`src/rtl/qsrm_pkg.sv`:
```
// ----------------------------------------------------------------------------
// qsrm_pkg: shared constants and types
// Fixed-point widths for the scaled quaternion-to-rotation-matrix core.
// ----------------------------------------------------------------------------
package qsrm_pkg;

  // Quaternion components are signed Q2.(QUAT_WIDTH-2)
  localparam int QUAT_WIDTH  = 16;
  localparam int QUAT_FRAC   = QUAT_WIDTH - 2;
  localparam int SCALE_WIDTH = 16;
  localparam int OUT_WIDTH   = 16;
  localparam int OUT_FRAC    = 8;

  // Intermediate products and entries carry 28 fraction bits
  localparam int MID_FRAC = 28;
  localparam int PROD_W   = 2 * QUAT_WIDTH;
  localparam int PROD_SHR = (2 * QUAT_FRAC >= MID_FRAC) ? 2 * QUAT_FRAC - MID_FRAC : 0;
  localparam int PROD_SHL = (2 * QUAT_FRAC <  MID_FRAC) ? MID_FRAC - 2 * QUAT_FRAC : 0;
  // product magnitude never exceeds 4.0
  localparam int MID_W    = MID_FRAC + 4;
  localparam int WORK_W   = (PROD_W + 1 > MID_W + 1) ? PROD_W + 1 : MID_W + 1;

  // entry magnitude never exceeds 17.0
  localparam int ENT_W = MID_FRAC + 6;

  // entry x scale is split in two partial products
  localparam int LO_W     = ENT_W / 2;
  localparam int HI_W     = ENT_W - LO_W;
  localparam int PP_LO_W  = LO_W + 1 + SCALE_WIDTH;
  localparam int PP_HI_W  = HI_W + SCALE_WIDTH;
  localparam int SUM_W    = ENT_W + SCALE_WIDTH;
  localparam int SHIFT_OUT = MID_FRAC;
  localparam int RND_W    = SUM_W - SHIFT_OUT;

  localparam logic signed [RND_W-1:0] OUT_MAX = RND_W'((1 << (OUT_WIDTH - 1)) - 1);
  localparam logic signed [RND_W-1:0] OUT_MIN = -RND_W'(1 << (OUT_WIDTH - 1));

  // stage enables for the scale/round/saturate back end
  typedef struct packed {
    logic mul_en;
    logic out_en;
  } stage_en_t;

endpackage

```
`src/rtl/qsrm_scale.sv`:
```
// ----------------------------------------------------------------------------
// qsrm_scale: scale one matrix entry
// Entry (Q.28) times scale (Q8.8), rounded to Q8.8 and saturated. Two stages.
// ----------------------------------------------------------------------------
module qsrm_scale (
  input  logic                                      clk,
  input  qsrm_pkg::stage_en_t                       ctl,
  input  logic signed [qsrm_pkg::ENT_W-1:0]         entry,
  input  logic signed [qsrm_pkg::SCALE_WIDTH-1:0]   scale,
  output logic signed [qsrm_pkg::OUT_WIDTH-1:0]     result
);

  logic signed [qsrm_pkg::LO_W:0]          lo_ext;
  logic signed [qsrm_pkg::HI_W-1:0]        hi_part;
  logic signed [qsrm_pkg::PP_LO_W-1:0]     pp_lo;
  logic signed [qsrm_pkg::PP_HI_W-1:0]     pp_hi;
  logic signed [qsrm_pkg::SUM_W-1:0]       sum;
  logic signed [qsrm_pkg::SUM_W-1:0]       sum_rnd;
  logic signed [qsrm_pkg::RND_W-1:0]       rnd;
  logic signed [qsrm_pkg::OUT_WIDTH-1:0]   result_next;

  // low half is unsigned, high half carries the sign
  assign lo_ext  = $signed({1'b0, entry[qsrm_pkg::LO_W-1:0]});
  assign hi_part = entry[qsrm_pkg::ENT_W-1:qsrm_pkg::LO_W];

  always_ff @(posedge clk) begin
    if (ctl.mul_en) begin
      pp_lo <= qsrm_pkg::PP_LO_W'(lo_ext) * qsrm_pkg::PP_LO_W'(scale);
      pp_hi <= qsrm_pkg::PP_HI_W'(hi_part) * qsrm_pkg::PP_HI_W'(scale);
    end
  end

  always_comb begin
    sum     = (qsrm_pkg::SUM_W'(pp_hi) <<< qsrm_pkg::LO_W) + qsrm_pkg::SUM_W'(pp_lo);
    sum_rnd = sum + (qsrm_pkg::SUM_W'(1) <<< (qsrm_pkg::SHIFT_OUT - 1));
    rnd     = qsrm_pkg::RND_W'(sum_rnd >>> qsrm_pkg::SHIFT_OUT);
    if (rnd > qsrm_pkg::OUT_MAX) begin
      result_next = qsrm_pkg::OUT_WIDTH'(qsrm_pkg::OUT_MAX);
    end else if (rnd < qsrm_pkg::OUT_MIN) begin
      result_next = qsrm_pkg::OUT_WIDTH'(qsrm_pkg::OUT_MIN);
    end else begin
      result_next = rnd[qsrm_pkg::OUT_WIDTH-1:0];
    end
  end

  always_ff @(posedge clk) begin
    if (ctl.out_en) begin
      result <= result_next;
    end
  end

endmodule
```
`config.mk`:
```
export PLATFORM = sky130hd
export DESIGN_NAME = qsrm_scale
export DESIGN_NICKNAME = d
export VERILOG_FILES = /design/src/rtl/qsrm_pkg.sv /design/src/rtl/qsrm_scale.sv
export SDC_FILE = /design/constraint.sdc
export NUM_CORES = 2
export LEC_CHECK = 0
export ABC_AREA = 1
export BUFFER_PORTS_ARGS = -buffer_cell sky130_fd_sc_hd__buf_2
export CORE_MARGIN = 1.5
export CORE_UTILIZATION = 48
export CTS_BUF_LIST = sky130_fd_sc_hd__clkbuf_8
export DETAILED_ROUTE_END_ITERATION = 12
export GPL_TIMING_DRIVEN = 0
export SETUP_SLACK_MARGIN = 0.3
export SYNTH_ARGS = -nofsm -noshare
export SYNTH_HDL_FRONTEND = slang
export SYNTH_SLANG_ARGS = --single-unit
```
`constraint.sdc`:
```
create_clock -name clk -period 8.6 [get_ports clk]
set_clock_uncertainty 0.05 [all_clocks]
set_input_delay 0.86 -clock clk [delete_from_list [all_inputs] [get_ports clk]]
set_output_delay 0.86 -clock clk [all_outputs]
set_load 0.02 [all_outputs]
```
After elaboration in Yosys (flattened, before gate mapping)
Cells that the tools add are included.
Word-level totals
  register bits: 83
  bits of input ports: 53
  word-level logic and storage cells: 10
Operators by class
  add/subtract/negate cells: 2
  multiply operators: 2
  magnitude comparators: 2
  muxes and demuxes: 1
Operator list (number)
  adder 50 x 29 -> 50 bit (second input constant): 1
  adder 50 x 34 -> 50 bit: 1
  multiplier 18 x 16 -> 34 bit: 1
  multiplier 17 x 16 -> 33 bit: 1
  > comparator 22 x 16 -> 1 bit (second input constant): 1
  less-than comparator 22 x 16 -> 1 bit (second input constant): 1
  two-way mux 16 bit: 1

Logic depth before layout (Yosys ltp)
  word-level depth: 4
  gate-level depth with buffers: 31

Worst setup path after synthesis
OpenSTA, ideal clock, no wires.
  path kind: input -> register
  start: input port scale[3] in the netlist's numbering
  end: register pp_hi[32] in the netlist's numbering (data pin)
  setup time: 0.262 ns
  arrival: 6.121 ns
  required time: 8.288 ns
  slack: 2.167 ns
  stages on the path: 23
  path buffers: 2
  cell sequence: clkbuf_1 > clkbuf_1 > nand2_1 > inv_1 > fa_1 > fa_1 > fa_1 > fa_1 > fa_1 > inv_1 > fa_1 > inv_1 > ha_1 > nand2_1 > nor2_1 > inv_1 > nor2_1 > nand3_1 > nand3_1 > nand2_1 > nand2_1 > a21oi_1 > xor2_1
Between the ends
  word-level cells in the longest chain between the ends: 1
RTL lines
  start, declared: line qsrm_scale.sv:9  | input logic signed [qsrm_pkg::SCALE_WIDTH-1:0] scale,
  multiplier 17 x 16 -> 33 bit: line qsrm_scale.sv:29  | pp_hi <= qsrm_pkg::PP_HI_W'(hi_part) * qsrm_pkg::PP_HI_W'(scale);
  end signal, assigned: line qsrm_scale.sv:29
  end, declared: line qsrm_scale.sv:16  | logic signed [qsrm_pkg::PP_HI_W-1:0] pp_hi;
No other way between the ends.
A chain may end at the register's enable or synchronous reset.

Worst setup path after layout
  start: input port scale[5] in the netlist's numbering
  end: register pp_hi[32] in the netlist's numbering (data pin)
The elaborated chain is that of the path after synthesis.

==> flow_metrics.py <==
metrics = {
    "outcome": {
        "outcome": "completed",
    },
    "grt": {
        "antenna_found_initial": 2,
        "grt_pass1_vias": 21500,
        "grt_max_degree": 51,
        "globalRoute.totalOverflow": 0,
        "track_usage": 0.281,
        "grt_pass1_wl_mm": 115,
    },
    "synth": {
        "synth_top_area_share": 0.385,
        "syn-num-nets": 4043,
        "synth-edff-count": 66,
        "synth_top_area_cell": "fa_1",
        "synth-xor-area-share": 0.0244,
        "synth-async-reset-ratio": 0,
        "synth_compound_area_frac": 0.0382,
        "synth_cells": 3241,
        "yosysSeqAreaShare": 0.0790,
        "ys_warn_count": 0,
        "ys.flop_type": "edfxtp_1",
        "muxShareOfSynthArea": 0,
        "synth-simple-area-share": 0.178,
        "synth_top_family_by_area": "adder cells",
        "yosys.area_share.adder": 0.518,
        "ys_seq_elements": 66,
        "synthTopCellsByArea": "fa_1, inv_1, ha_1",
        "synth_area_per_cell_um2": 7.74,
        "synth_cell_types": 41,
        "syn_area_um2": 25100,
    },
    "finish": {
        "area_growth_pct": 4.96,
        "layout-drive-gt1-share": 0.0334,
        "fin_nets": 4087,
        "layout_common_cells": "inv_1, nand2_1, fa_1, ha_1, nor2_1",
        "multi_input_area_um2": 19000,
        "mostFrequentLayoutCell": "inv_1",
        "fill_cells": 5188,
        "seq_area_um2": 1980,
    },
    "worst_setup_path": {
        "crit_slowest_cell": "clkbuf_1",
        "worst_setup_path_start_kind": "input pin",
        "crit_chain": "clkbuf_1, clkbuf_1, nand2_1, fa_1, inv_1, fa_1, fa_1, fa_1, fa_1, inv_1, fa_1, inv_1, ha_1, nand2_1, nor2_1, inv_1, nor2_1, nand3_1, nand3_1, nand2_1, nand2_1, a21oi_1, xor2_1",
        "crit_family": "adder cells",
        "critical_path.max_fanout": 10,
        "cpMostUsedCell": "fa_1",
        "path_class": "input pin to flop",
        "required_ns": 8.63,
        "cpPeakStageDelay_ns": 0.83,
        "cp_num_buf_inv": 6,
        "endpoint_kind": "flop",
        "arrival_ns": 7.66,
    },
    "detailed_routing": {
        "first_iter_violations": 1538,
        "vias": 20100,
        "drt_drc_violations_left": 0,
        "antenna_left": 0,
        "viasPerCell": 5.06,
        "wl_per_cell_um": 17.9,
        "finalWirelength_mm": 71.3,
        "first_pass_iters": 5,
    },
    "clock_tree": {
        "postCtsSetupBuffers": 0,
        "htree_levels": 3,
        "clk_pin_slew_worst_paths_ns": 0.09,
        "clk_latency_ns": 0.35,
        "clk_path_buf_depth": 2,
        "cts_buffers": 9,
        "root_buffer": "clkbuf_8",
        "cts.sinks": 66,
        "hold_buffers": 0,
        "cts_resized": 0,
        "cts_tree": "yes",
    },
    "placed_design": {
        "io_buffers": 33,
        "gp_congestion": 0.954,
        "dpl.hpwl_mm": 61.5,
    },
    "floorplan": {
        "io_pins": 69,
        "start_util": 0.487,
        "die_area_um2": 53700,
        "coreArea_um2": 51500,
        "die-width_um": 232,
        "core.rowCount": 83,
        "die_h_um": 232,
    },
    "timing": {
        "final_max_slew_viol_count": 0,
        "slew_headroom": 0.270,
        "clock.fmax_mhz": 131,
        "worst_hold_slack_ns": 0.880,
        "finalSetupViolations": 0,
        "fin_tns_setup_ns": 0,
        "timing.final.crit_share": 0.887,
        "rsz0062_at_grt": "false",
        "worst_slew_pin_slew_ns": 1.10,
        "hold_violations": 0,
        "min_period_ns": 7.62,
    },
    "run": {
        "max_cap_viol_count": 0,
    },
    "min_path": {
        "min_path_type": "input pin to flop",
    },
}
==> Yosys cell counts, types with 5 or more instances <==
library cell / number
nor3_1: 19
xor2_1: 51
a31oi_1: 5
edfxtp_1: 66
a21oi_1: 80
o21bai_1: 8
o21ai_0: 36
nor2_1: 122
nand2_2: 21
nand2_1: 855
nand4_1: 9
or2_2: 13
clkbuf_1: 117
nand3_1: 41
fa_1: 483
inv_1: 956
o21a_1: 8
xnor2_1: 19
inv_2: 5
ha_1: 266
a21o_1: 10
o211ai_1: 5
nand3_2: 5
nor2_2: 9
==> through the flow <==
step	worst slack (ns)	instances	cell area, µm²	util
floorplan	2.17	3241	25100	-
global placement	0.751	3954	26100	0.507
detailed placement	0.760	3954	26100	0.507
CTS	1.13	3970	26300	0.511
global route	0.703	3970	26300	0.511
finish	0.975	3972	26300	0.511
==> worst paths after layout <==
path / from / to / slack (ns) / depth (start not counted)
max: scale[5] / pp_hi[32] / 0.98 / 23
min: ctl[0] / result[9] / 0.88 / 1
max reg2reg: pp_lo[33] / result[13] / 5.27 / 14
min reg2reg: pp_hi[32] / result[15] / 0.92 / 4
==> state kept, by name (all words and copies together), names as in the netlist <==
| signal | flops |
|---|---|
| result | 16 |
| pp_lo | 17 |
| pp_hi | 33 |
==> final cells by class <==
class | count | area share
Buffer | 119 | 0.0179
Timing Repair Buffer | 33 | 0.00627
Multi-Input combinational cell | 2095 | 0.723
Clock inverter | 7 | 0.00380
Antenna cell | 2 | 0.000190
Inverter | 961 | 0.137
Clock buffer | 9 | 0.00470
Tap cell | 680 | 0.0323
Sequential cell | 66 | 0.0752
==> cells by family after synthesis <==
logic type / after synthesis
and+or+nand+nor: 1109
xor gates and xnor gates: 70
AOI/OAI and AO/OA: 167
DFF: 66
adders and majority gates: 749
buffers and inverters: 1080
==> metal layers <==
layer  vias to the layer above  wire length [µm]  global-route usage
li1                       9416                 -                   -
met1                      9862             30800               0.379
met2                       737             31900               0.452
met3                        96              6790              0.0696
met4                         2              1770              0.0688
met5                         -                11                   0
Power is not shown: default switching activity piles up to over one toggle a cycle in this logic, so the estimate is an artifact.
